$ cat config.mk
export PLATFORM = sky130hd
export DESIGN_NAME = first_fit_region_allocator_top
export DESIGN_NICKNAME = d
export VERILOG_FILES = /design/src/hw/rtl/ffra_pkg.sv /design/src/hw/rtl/ffra_ctrl.sv /design/src/hw/rtl/ffra_dp.sv /design/src/hw/rtl/first_fit_region_allocator_top.sv
export SDC_FILE = /design/constraint.sdc
export NUM_CORES = 2
export LEC_CHECK = 0
export ABC_AREA = 1
export BUFFER_PORTS_ARGS = -buffer_cell sky130_fd_sc_hd__buf_4
export CORE_UTILIZATION = 45
export DETAILED_ROUTE_END_ITERATION = 6
export GPL_ROUTABILITY_DRIVEN = 0
export MAX_ROUTING_LAYER = met4
export PLACE_DENSITY_LB_ADDON = 0.2
export SLEW_MARGIN = 30
export SYNTH_ARGS = -nofsm -noshare
export SYNTH_HDL_FRONTEND = slang
export SYNTH_SLANG_ARGS = --single-unit
$ cat constraint.sdc
create_clock -name clk -period 15.5 [get_ports clk]
set_input_delay 1.55 -clock clk [delete_from_list [all_inputs] [get_ports clk]]
set_output_delay 1.55 -clock clk [all_outputs]
set_load 0.01 [all_outputs]
$ cat src/hw/rtl/ffra_pkg.sv
// ----------------------------------------------------------------------------
// ffra_pkg
// Shared sizes, codes and types of the first-fit region allocator.
// ----------------------------------------------------------------------------
package ffra_pkg;

  localparam int TABLE_ENTRIES = 64;
  localparam int ADDR_BITS     = 20;
  localparam int LEN_BITS      = ADDR_BITS + 1;
  localparam int IDX_BITS      = $clog2(TABLE_ENTRIES);
  localparam int CNT_BITS      = $clog2(TABLE_ENTRIES + 1);
  localparam int REG_BITS      = 20;
  localparam int SIZE_BITS     = 16;
  localparam int OUT_BITS      = 20;
  localparam int CFG_IDX_BITS  = 2;

  localparam logic [REG_BITS-1:0] HEAP_BASE_RST = 20'h20000;
  localparam logic [REG_BITS-1:0] HEAP_SIZE_RST = 20'h70000;

  localparam logic [CFG_IDX_BITS-1:0] REG_HEAP_BASE = 2'd0;
  localparam logic [CFG_IDX_BITS-1:0] REG_HEAP_SIZE = 2'd1;

  localparam logic FUNC_ALLOC = 1'b0;

  typedef enum logic [2:0] {
    ST_OK     = 3'd0,
    ST_NOFIT  = 3'd1,
    ST_NOTRES = 3'd2,
    ST_FULL   = 3'd3,
    ST_ZERO   = 3'd4
  } status_t;

  typedef struct packed {
    logic                 rsv;
    logic [ADDR_BITS-1:0] base;
    logic [LEN_BITS-1:0]  len;
  } entry_t;

  typedef enum logic [4:0] {
    DP_NOP,
    DP_LOAD,
    DP_RELOAD,
    DP_SET_RES,
    DP_SCAN_INIT,
    DP_READ_IDX,
    DP_CHECK,
    DP_MARK,
    DP_UP_INIT,
    DP_READ_UP,
    DP_WRITE_UP,
    DP_SPLIT_HI,
    DP_SPLIT_LO,
    DP_READ_NEXT,
    DP_MERGE,
    DP_READ_DN,
    DP_WRITE_DN,
    DP_SHRINK,
    DP_PUBLISH
  } dp_op_t;

  typedef struct packed {
    dp_op_t  op;
    status_t status;
  } cmd_t;

  typedef struct packed {
    logic func_alloc;
    logic zero_size;
    logic scan_end;
    logic hit;
    logic exact;
    logic full;
    logic up_more;
    logic dn_more;
    logic cfg_load;
  } sts_t;

  typedef enum logic [3:0] {
    S_IDLE,
    S_RELOAD,
    S_START,
    S_READ,
    S_CHECK,
    S_ALLOC,
    S_UP_CHK,
    S_UP_WR,
    S_SPLIT_HI,
    S_SPLIT_LO,
    S_REL_NEXT,
    S_MERGE,
    S_DN_CHK,
    S_DN_WR,
    S_FINISH
  } state_t;

endpackage

$ cat src/hw/rtl/ffra_ctrl.sv
// ----------------------------------------------------------------------------
// ffra_ctrl
// Sequencer: steps the datapath through scan, shift and merge passes.
// ----------------------------------------------------------------------------
module ffra_ctrl (
  input  logic           clk,
  input  logic           rst_n,
  input  logic           in_valid,
  output logic           in_stall,
  output logic           out_valid,
  input  logic           out_stall,
  input  ffra_pkg::sts_t sts,
  output ffra_pkg::cmd_t cmd
);
  import ffra_pkg::*;

  state_t state_r, state_nxt;
  logic   pend_r, pend_nxt;
  logic   out_valid_r, out_valid_nxt;

  always_ff @(posedge clk) begin
    if (!rst_n) begin
      state_r     <= S_IDLE;
      pend_r      <= 1'b1;
      out_valid_r <= 1'b0;
    end else begin
      state_r     <= state_nxt;
      pend_r      <= pend_nxt;
      out_valid_r <= out_valid_nxt;
    end
  end

  assign out_valid = out_valid_r;
  assign in_stall  = !((state_r == S_IDLE) && !pend_r && !sts.cfg_load);

  always_comb begin
    state_nxt     = state_r;
    cmd.op        = DP_NOP;
    cmd.status    = ST_OK;
    pend_nxt      = pend_r;
    out_valid_nxt = out_valid_r && out_stall;
    unique case (state_r)
      S_IDLE: begin
        if (pend_r) begin
          state_nxt = S_RELOAD;
        end else if (in_valid && !sts.cfg_load) begin
          cmd.op    = DP_LOAD;
          state_nxt = S_START;
        end
      end
      S_RELOAD: begin
        cmd.op    = DP_RELOAD;
        pend_nxt  = 1'b0;
        state_nxt = S_IDLE;
      end
      S_START: begin
        if (sts.func_alloc && sts.zero_size) begin
          cmd.op     = DP_SET_RES;
          cmd.status = ST_ZERO;
          state_nxt  = S_FINISH;
        end else begin
          cmd.op    = DP_SCAN_INIT;
          state_nxt = S_READ;
        end
      end
      S_READ: begin
        if (sts.scan_end) begin
          cmd.op     = DP_SET_RES;
          cmd.status = sts.func_alloc ? ST_NOFIT : ST_NOTRES;
          state_nxt  = S_FINISH;
        end else begin
          cmd.op    = DP_READ_IDX;
          state_nxt = S_CHECK;
        end
      end
      S_CHECK: begin
        cmd.op = DP_CHECK;
        if (!sts.hit) begin
          state_nxt = S_READ;
        end else if (sts.func_alloc) begin
          state_nxt = S_ALLOC;
        end else begin
          state_nxt = S_REL_NEXT;
        end
      end
      S_ALLOC: begin
        if (sts.exact) begin
          cmd.op    = DP_MARK;
          state_nxt = S_FINISH;
        end else if (sts.full) begin
          cmd.op     = DP_SET_RES;
          cmd.status = ST_FULL;
          state_nxt  = S_FINISH;
        end else begin
          cmd.op    = DP_UP_INIT;
          state_nxt = S_UP_CHK;
        end
      end
      S_UP_CHK: begin
        if (sts.up_more) begin
          cmd.op    = DP_READ_UP;
          state_nxt = S_UP_WR;
        end else begin
          state_nxt = S_SPLIT_HI;
        end
      end
      S_UP_WR: begin
        cmd.op    = DP_WRITE_UP;
        state_nxt = S_UP_CHK;
      end
      S_SPLIT_HI: begin
        cmd.op    = DP_SPLIT_HI;
        state_nxt = S_SPLIT_LO;
      end
      S_SPLIT_LO: begin
        cmd.op    = DP_SPLIT_LO;
        state_nxt = S_FINISH;
      end
      S_REL_NEXT: begin
        cmd.op    = DP_READ_NEXT;
        state_nxt = S_MERGE;
      end
      S_MERGE: begin
        cmd.op    = DP_MERGE;
        state_nxt = S_DN_CHK;
      end
      S_DN_CHK: begin
        if (sts.dn_more) begin
          cmd.op    = DP_READ_DN;
          state_nxt = S_DN_WR;
        end else begin
          cmd.op    = DP_SHRINK;
          state_nxt = S_FINISH;
        end
      end
      S_DN_WR: begin
        cmd.op    = DP_WRITE_DN;
        state_nxt = S_DN_CHK;
      end
      S_FINISH: begin
        if (!out_valid_r || !out_stall) begin
          cmd.op        = DP_PUBLISH;
          out_valid_nxt = 1'b1;
          state_nxt     = S_IDLE;
        end
      end
      default: state_nxt = S_IDLE;
    endcase
    if (sts.cfg_load) begin
      pend_nxt = 1'b1;
    end
  end

endmodule

$ cat src/hw/rtl/ffra_dp.sv
// ----------------------------------------------------------------------------
// ffra_dp
// Region table memory, heap registers, scan and merge arithmetic, result word.
// ----------------------------------------------------------------------------
module ffra_dp (
  input  logic                                clk,
  input  logic                                rst_n,
  input  ffra_pkg::cmd_t                      cmd,
  output ffra_pkg::sts_t                      sts,
  input  logic                                in_func,
  input  logic [ffra_pkg::SIZE_BITS-1:0]      in_req_size,
  input  logic [ffra_pkg::REG_BITS-1:0]       in_release_addr,
  input  logic                                cfg_valid,
  input  logic [ffra_pkg::CFG_IDX_BITS-1:0]   cfg_index,
  input  logic [ffra_pkg::REG_BITS-1:0]       cfg_data,
  output logic [ffra_pkg::OUT_BITS-1:0]       out_result_addr,
  output logic [2:0]                          out_status
);
  import ffra_pkg::*;

  localparam int SUM_BITS = LEN_BITS + 1;
  localparam int CW = ((ADDR_BITS > REG_BITS) ? ADDR_BITS : REG_BITS) + 2;

  entry_t mem [TABLE_ENTRIES];

  entry_t                rd_data_r, cur_r, prev_r;
  logic [CNT_BITS-1:0]   cnt_r, idx_r, ptr_r;
  logic [1:0]            rcnt_r;
  logic                  item_func_r;
  logic [SIZE_BITS-1:0]  item_size_r;
  logic [ADDR_BITS-1:0]  item_addr_r;
  logic [REG_BITS-1:0]   heap_base_r, heap_size_r;
  status_t               res_status_r, out_status_r;
  logic [ADDR_BITS-1:0]  res_addr_r;
  logic [OUT_BITS-1:0]   out_addr_r;

  logic                  wr_en;
  logic [IDX_BITS-1:0]   wr_addr, rd_addr;
  entry_t                wr_data;

  logic [LEN_BITS-1:0]   size_len, merged_len;
  logic                  hit, has_next, merge_next, merge_prev;
  logic [CNT_BITS-1:0]   idx_inc, tgt, up_src, dn_src;
  logic [ADDR_BITS-1:0]  rl_base;
  logic [CW-1:0]         room, hsz;
  logic [LEN_BITS-1:0]   rl_len;
  logic                  cfg_load;

  assign size_len = LEN_BITS'(item_size_r);
  assign idx_inc  = idx_r + 1'b1;
  assign up_src   = ptr_r - 1'b1;
  assign dn_src   = ptr_r + CNT_BITS'(rcnt_r);

  // first fit for allocate, exact reserved base for release
  assign hit = (item_func_r == FUNC_ALLOC)
             ? (!rd_data_r.rsv && (rd_data_r.len >= size_len))
             : (rd_data_r.rsv && (rd_data_r.base == item_addr_r));

  // rd_data_r holds the upper neighbor during the merge step
  assign has_next   = idx_inc < cnt_r;
  assign merge_next = has_next && !rd_data_r.rsv &&
                      ((SUM_BITS'(cur_r.base) + SUM_BITS'(cur_r.len)) ==
                       SUM_BITS'(rd_data_r.base));
  assign merge_prev = (idx_r != '0) && !prev_r.rsv &&
                      ((SUM_BITS'(prev_r.base) + SUM_BITS'(prev_r.len)) ==
                       SUM_BITS'(cur_r.base));
  assign merged_len = (merge_prev ? prev_r.len : '0) + cur_r.len +
                      (merge_next ? rd_data_r.len : '0);
  assign tgt        = merge_prev ? (idx_r - 1'b1) : idx_r;

  // clip the heap at the top of the address space
  assign rl_base = ADDR_BITS'(heap_base_r);
  assign room    = (CW'(1) << ADDR_BITS) - CW'(rl_base);
  assign hsz     = CW'(heap_size_r);
  assign rl_len  = LEN_BITS'((hsz > room) ? room : hsz);

  assign cfg_load = cfg_valid &&
                    ((cfg_index == REG_HEAP_BASE) || (cfg_index == REG_HEAP_SIZE));

  always_comb begin
    wr_en   = 1'b0;
    wr_addr = idx_r[IDX_BITS-1:0];
    wr_data = cur_r;
    rd_addr = idx_r[IDX_BITS-1:0];
    unique case (cmd.op)
      DP_RELOAD: begin
        wr_en        = 1'b1;
        wr_addr      = '0;
        wr_data.rsv  = 1'b0;
        wr_data.base = rl_base;
        wr_data.len  = rl_len;
      end
      DP_MARK: begin
        wr_en       = 1'b1;
        wr_data.rsv = 1'b1;
      end
      DP_READ_UP:  rd_addr = up_src[IDX_BITS-1:0];
      DP_WRITE_UP: begin
        wr_en   = 1'b1;
        wr_addr = ptr_r[IDX_BITS-1:0];
        wr_data = rd_data_r;
      end
      DP_SPLIT_HI: begin
        wr_en        = 1'b1;
        wr_addr      = idx_inc[IDX_BITS-1:0];
        wr_data.rsv  = 1'b0;
        wr_data.base = cur_r.base + ADDR_BITS'(item_size_r);
        wr_data.len  = cur_r.len - size_len;
      end
      DP_SPLIT_LO: begin
        wr_en       = 1'b1;
        wr_data.rsv = 1'b1;
        wr_data.len = size_len;
      end
      DP_READ_NEXT: rd_addr = idx_inc[IDX_BITS-1:0];
      DP_MERGE: begin
        wr_en        = 1'b1;
        wr_addr      = tgt[IDX_BITS-1:0];
        wr_data.rsv  = 1'b0;
        wr_data.base = merge_prev ? prev_r.base : cur_r.base;
        wr_data.len  = merged_len;
      end
      DP_READ_DN:  rd_addr = dn_src[IDX_BITS-1:0];
      DP_WRITE_DN: begin
        wr_en   = 1'b1;
        wr_addr = ptr_r[IDX_BITS-1:0];
        wr_data = rd_data_r;
      end
      default: ;
    endcase
  end

  always_ff @(posedge clk) begin
    if (wr_en) begin
      mem[wr_addr] <= wr_data;
    end
    rd_data_r <= mem[rd_addr];
  end

  always_ff @(posedge clk) begin
    if (!rst_n) begin
      heap_base_r <= HEAP_BASE_RST;
      heap_size_r <= HEAP_SIZE_RST;
      cnt_r       <= CNT_BITS'(1);
    end else begin
      if (cfg_valid && (cfg_index == REG_HEAP_BASE)) begin
        heap_base_r <= cfg_data;
      end
      if (cfg_valid && (cfg_index == REG_HEAP_SIZE)) begin
        heap_size_r <= cfg_data;
      end
      unique case (cmd.op)
        DP_LOAD: begin
          item_func_r <= in_func;
          item_size_r <= in_req_size;
          item_addr_r <= ADDR_BITS'(in_release_addr);
        end
        DP_RELOAD: cnt_r <= CNT_BITS'(1);
        DP_SET_RES: begin
          res_status_r <= cmd.status;
          res_addr_r   <= '0;
        end
        DP_SCAN_INIT: idx_r <= '0;
        DP_CHECK: begin
          cur_r <= rd_data_r;
          if (!hit) begin
            prev_r <= rd_data_r;
            idx_r  <= idx_inc;
          end
        end
        DP_MARK: begin
          res_status_r <= ST_OK;
          res_addr_r   <= cur_r.base;
        end
        DP_UP_INIT:  ptr_r <= cnt_r;
        DP_WRITE_UP: ptr_r <= up_src;
        DP_SPLIT_LO: begin
          cnt_r        <= cnt_r + 1'b1;
          res_status_r <= ST_OK;
          res_addr_r   <= cur_r.base;
        end
        DP_MERGE: begin
          ptr_r        <= tgt + 1'b1;
          rcnt_r       <= {1'b0, merge_next} + {1'b0, merge_prev};
          res_status_r <= ST_OK;
          res_addr_r   <= '0;
        end
        DP_WRITE_DN: ptr_r <= ptr_r + 1'b1;
        DP_SHRINK:   cnt_r <= cnt_r - CNT_BITS'(rcnt_r);
        DP_PUBLISH: begin
          out_status_r <= res_status_r;
          out_addr_r   <= OUT_BITS'(res_addr_r);
        end
        default: ;
      endcase
    end
  end

  assign out_result_addr = out_addr_r;
  assign out_status      = out_status_r;

  assign sts.func_alloc = (item_func_r == FUNC_ALLOC);
  assign sts.zero_size  = (item_size_r == '0);
  assign sts.scan_end   = (idx_r == cnt_r);
  assign sts.hit        = hit;
  assign sts.exact      = (cur_r.len == size_len);
  assign sts.full       = (cnt_r == CNT_BITS'(TABLE_ENTRIES));
  assign sts.up_more    = (ptr_r > idx_inc);
  assign sts.dn_more    = (rcnt_r != '0) && (dn_src < cnt_r);
  assign sts.cfg_load   = cfg_load;

endmodule

$ cat src/hw/rtl/first_fit_region_allocator_top.sv
// ----------------------------------------------------------------------------
// first_fit_region_allocator_top
// First-fit heap region allocator with coalescing of freed neighbors.
// ----------------------------------------------------------------------------
// Input channel (in_valid / in_stall): one word per request, in_func selects
//   allocate (in_req_size bytes) or release (region based at in_release_addr).
// Result channel (out_valid / out_stall): one word per request, the allocated
//   base in out_result_addr (zero otherwise) and a code in out_status.
// Config channel (cfg_valid / cfg_ready): index 0 heap base, 1 heap size; a
//   write to either reloads the table as one free region. cfg_ready is always high.
// Operation: one request at a time. The region table lives in a memory with
//   registered read; the scan visits entries in order until a hit, a split
//   moves every entry above the hit up by one, and a release merge moves
//   the entries above it down. The scan and the shift never cover the same
//   entries.
// Reset: heap registers load their defaults and a reload step writes the
//   single free region; in_stall stays high until it is done.
// Stall: the result register holds while out_stall is high; the next request
//   is accepted and processed, then waits in the datapath for the register.
// ----------------------------------------------------------------------------
module first_fit_region_allocator_top (
  input  logic                              clk,
  input  logic                              rst_n,
  input  logic                              in_valid,
  output logic                              in_stall,
  input  logic                              in_func,
  input  logic [ffra_pkg::SIZE_BITS-1:0]    in_req_size,
  input  logic [ffra_pkg::REG_BITS-1:0]     in_release_addr,
  output logic                              out_valid,
  input  logic                              out_stall,
  output logic [ffra_pkg::OUT_BITS-1:0]     out_result_addr,
  output logic [2:0]                        out_status,
  input  logic                              cfg_valid,
  output logic                              cfg_ready,
  input  logic [ffra_pkg::CFG_IDX_BITS-1:0] cfg_index,
  input  logic [ffra_pkg::REG_BITS-1:0]     cfg_data
);
  import ffra_pkg::*;

  cmd_t cmd;
  sts_t sts;

  // config must only be written while idle (the block does not enforce it), so accept it at once
  assign cfg_ready = 1'b1;

  ffra_ctrl u_ctrl (
    .clk       (clk),
    .rst_n     (rst_n),
    .in_valid  (in_valid),
    .in_stall  (in_stall),
    .out_valid (out_valid),
    .out_stall (out_stall),
    .sts       (sts),
    .cmd       (cmd)
  );

  ffra_dp u_dp (
    .clk             (clk),
    .rst_n           (rst_n),
    .cmd             (cmd),
    .sts             (sts),
    .in_func         (in_func),
    .in_req_size     (in_req_size),
    .in_release_addr (in_release_addr),
    .cfg_valid       (cfg_valid),
    .cfg_index       (cfg_index),
    .cfg_data        (cfg_data),
    .out_result_addr (out_result_addr),
    .out_status      (out_status)
  );

endmodule

==> impl_metrics.ini <==
[synthesis]
async_reset_ff_share_pct = 0
synth_edf_count = 2871
synth_cell_types = 72
synth_top_cell_by_area = edfxtp_1
ys_warn_count = 0
synth_top_area_share_pct = 64.2
ys_seq_area_share_pct = 65.6
synth_cells = 12800
synthTopCellsByArea = edfxtp_1 64%, nand2_1 9.5%, nand3_1 7.6%
synth_area_um2 = 134000
synth.avg_cell_area_um2 = 10.5
ys.flop_type = edfxtp_1
ys_ff_latch = 2966
syn-num-nets = 13100

[worst_setup_path]
setup.worst_path.class = register to register
rrSetupSlack_ns = 7.27
endpoint_kind = register
reg2reg_to = u_dp.rd_data_r[28]
cp-start-kind = register
crit_fanout = 138
slowest_delay_ns = 0.81
required_ns = 16.31
r2r_cells = 28
arrival_ns = 9.05
reg2reg_from = u_dp.ptr_r[0]
crit_slowest_cell = buf_4

[die]
start_util_pct = 45.3
chipWidth_um = 548
fp.coreArea_um2 = 297000
die_area_um2 = 301000
row_count = 200
die_height_um = 548
num_io_pins = 90

[global_routing]
grt_pass1_wl_um = 623000
antenna_found_initial = 23
grt_pass1_vias = 90800
grt_max_degree = 202
track_usage_pct = 29.2
overflow = 0

[clocking]
clkTransAtPathRegs_ns = 0.06
clk_root_buffer_cell = clkbuf_16
cts-htree-levels = 5
cts_buffer_depth = 4
cts_setup_buffers = 0
hold_buffers = 0
insertion_delay_ns = 0.91
postCtsResizedCells = 0
cts_sinks = 2966
cts_buffers = 321
cts_tree = built

[power]
p_leak_nw = 59.6
pwr_density_cell_nw_per_um2 = 151
ir_drop_mv = 0.102

[place]
io_buffers = 88
hpwl_um = 234000

[timing]
tns_ns = 0
max_freq_mhz = 121
report.final.slew_viol_count = 0
rsz0062_at_grt = false
hold_violations = 0
relSlewSlack_pct = 23.7
finClkSkew_ns = 0.0579
period_minus_slack_ns = 8.23
finalCritPeriodShare_pct = 53.1
worst_slew_pin_slew_ns = 1.15
finalSetupViolations = 0

[layout]
fin_util_pct = 50.7
final_layout_size_suffix_gt1_share_pct = 7.52
num-fill-cells = 26000
final_cell_mix = 3,406 x nand2_1, 2,871 x edfxtp_1, 2,034 x nand3_1
final_common_cell = nand2_1
area_growth_pct = 12.1
final_nets = 13000

[run]
maxCapViolCount = 0

[min_path]
hold_path_class = register to register
min_path_cells = 0
holdPathEnd = u_dp.out_result_addr[16]
min_from = u_dp.res_addr_r[16]

[outcome]
status = complete, but fails checks
violations = DRC

[detailed_routing]
antenna_left = 0
vias = 96700
wl_um = 434000
firstDrtPassIters = 7
viasPerCell = 5.70
drc = 3
route.detailed.wl_per_inst_um = 25.6
drtIter0Drc = 12000
[logic make-up (layout without fill, tap and decap cells)]
group / after synthesis / in the layout / synth area share (%)
simple gates: 6151 / 6151 / 20.2
flops: 2966 / 2966 / 65.6
buf+inv: 2457 / 2675 / 7.29
compound gates: 941 / 941 / 4.36
fa+ha+maj: 189 / 189 / 1.91
xor+xnor: 94 / 94 / 0.613
other cells: 1 / 14 / 0.00279
[worst max-delay path, delay by kind of cell (launching register included)]
| kind | cells | cell delay [ns] |
|---|---|---|
| AO/OA/AOI/OAI | 3 | 0.28 |
| XOR/XNOR | 1 | 0.20 |
| adder cells (fa/ha/maj) | 3 | 0.95 |
| buffers and inverters | 7 | 3.34 |
| flip-flops | 1 | 0.46 |
| AND/OR/NAND/NOR | 14 | 2.55 |
[synth_stat cells, types with 10 or more instances]
cell and count:
buf_2 375, inv_1 1770, o211ai_1 283, nand2_2 13, buf_1 39, nor2_1 274, o21ai_0 310, nand4_1 40
o221ai_1 10, clkbuf_1 228, a21oi_1 211, xor2_1 71, nand3b_1 261, fa_1 27, nor4_1 15, dfxtp_1 95
a221oi_1 16, o22ai_1 11, xnor2_1 23, o2111ai_1 18, nor3_1 29, inv_2 15, a31oi_1 10, nand3_2 13
edfxtp_1 2871, ha_1 162, nand3_1 2040, or2_2 32, buf_4 17, nand2_1 3406
[stage by stage]
step / hold WS, ns / cell area [µm²] / cells / setup slack, ns / total power [W]
CTS: 0.419 / 150000 / 17000 / 7.35 / 0.0228
detailed placement: 0.405 / 140000 / 16400 / 7.47 / 0.0152
global placement: 0.408 / 140000 / 16400 / 7.34 / 0.0152
global route: 0.426 / 151000 / 17000 / 6.83 / 0.0235
finish: 0.417 / 151000 / 17000 / 7.27 / 0.0228
floorplan: 0.400 / 134000 / 12800 / 8.32 / 0.0132
[power by group]
part           internal (W)  leakage (nW)  switching, W
clock               0.00441          5.01       0.00319
combinational      0.000943          27.8       0.00376
sequential           0.0103          26.7      0.000225
[worst max path at each step]
stage,startpoint,to,slack (ns),cells past startpoint
floorplan,u_dp.prev_r[0],u_dp.mem[0][14],8.32,28
global placement,u_dp.prev_r[0],u_dp.mem[14][18],7.34,30
detailed placement,u_dp.ptr_r[0],u_dp.rd_data_r[28],7.47,28
CTS,u_dp.ptr_r[0],u_dp.rd_data_r[28],7.35,28
global route,u_dp.ptr_r[0],u_dp.rd_data_r[28],6.83,28
finish,u_dp.ptr_r[0],u_dp.rd_data_r[28],7.27,28
[sequential cells by signal, indices dropped and copies added (netlist names)]
name                  count
u_ctrl.out_valid          1
u_ctrl.pend_r             1
u_ctrl.state_r            4
u_dp.cnt_r                7
u_dp.cur_r               42
u_dp.heap_base_r         20
u_dp.heap_size_r         20
u_dp.idx_r                7
u_dp.item_addr_r         20
u_dp.item_func_r          1
u_dp.item_size_r         16
u_dp.mem               2688
u_dp.out_result_addr     20
u_dp.out_status           3
u_dp.prev_r              42
u_dp.ptr_r                7
u_dp.rcnt_r               2
u_dp.rd_data_r           42
u_dp.res_addr_r          20
u_dp.res_status_r         3
[area by class of cell]
cell class | count | area (µm²) | share of cell area, %
repair buffers | 308 | 2950 | 1.96
clock inverters | 167 | 1730 | 1.15
well taps | 3939 | 4930 | 3.27
inverters | 1794 | 6780 | 4.50
flip-flops and latches | 2966 | 88100 | 58.5
multi-input cells | 7376 | 37400 | 24.9
diodes | 13 | 32.5 | 0.0216
clock buffers | 406 | 8570 | 5.69
[per-layer routing]
layer	up-vias	share of wire (%)	global-route usage (%)
met2	5233	46	45.1
met4	0	3.8	10.6
li1	43300	-	-
met5	-	0	-
met3	988	10	5.35
met1	47200	40	38.6
Power figures use the tool's default switching activity.
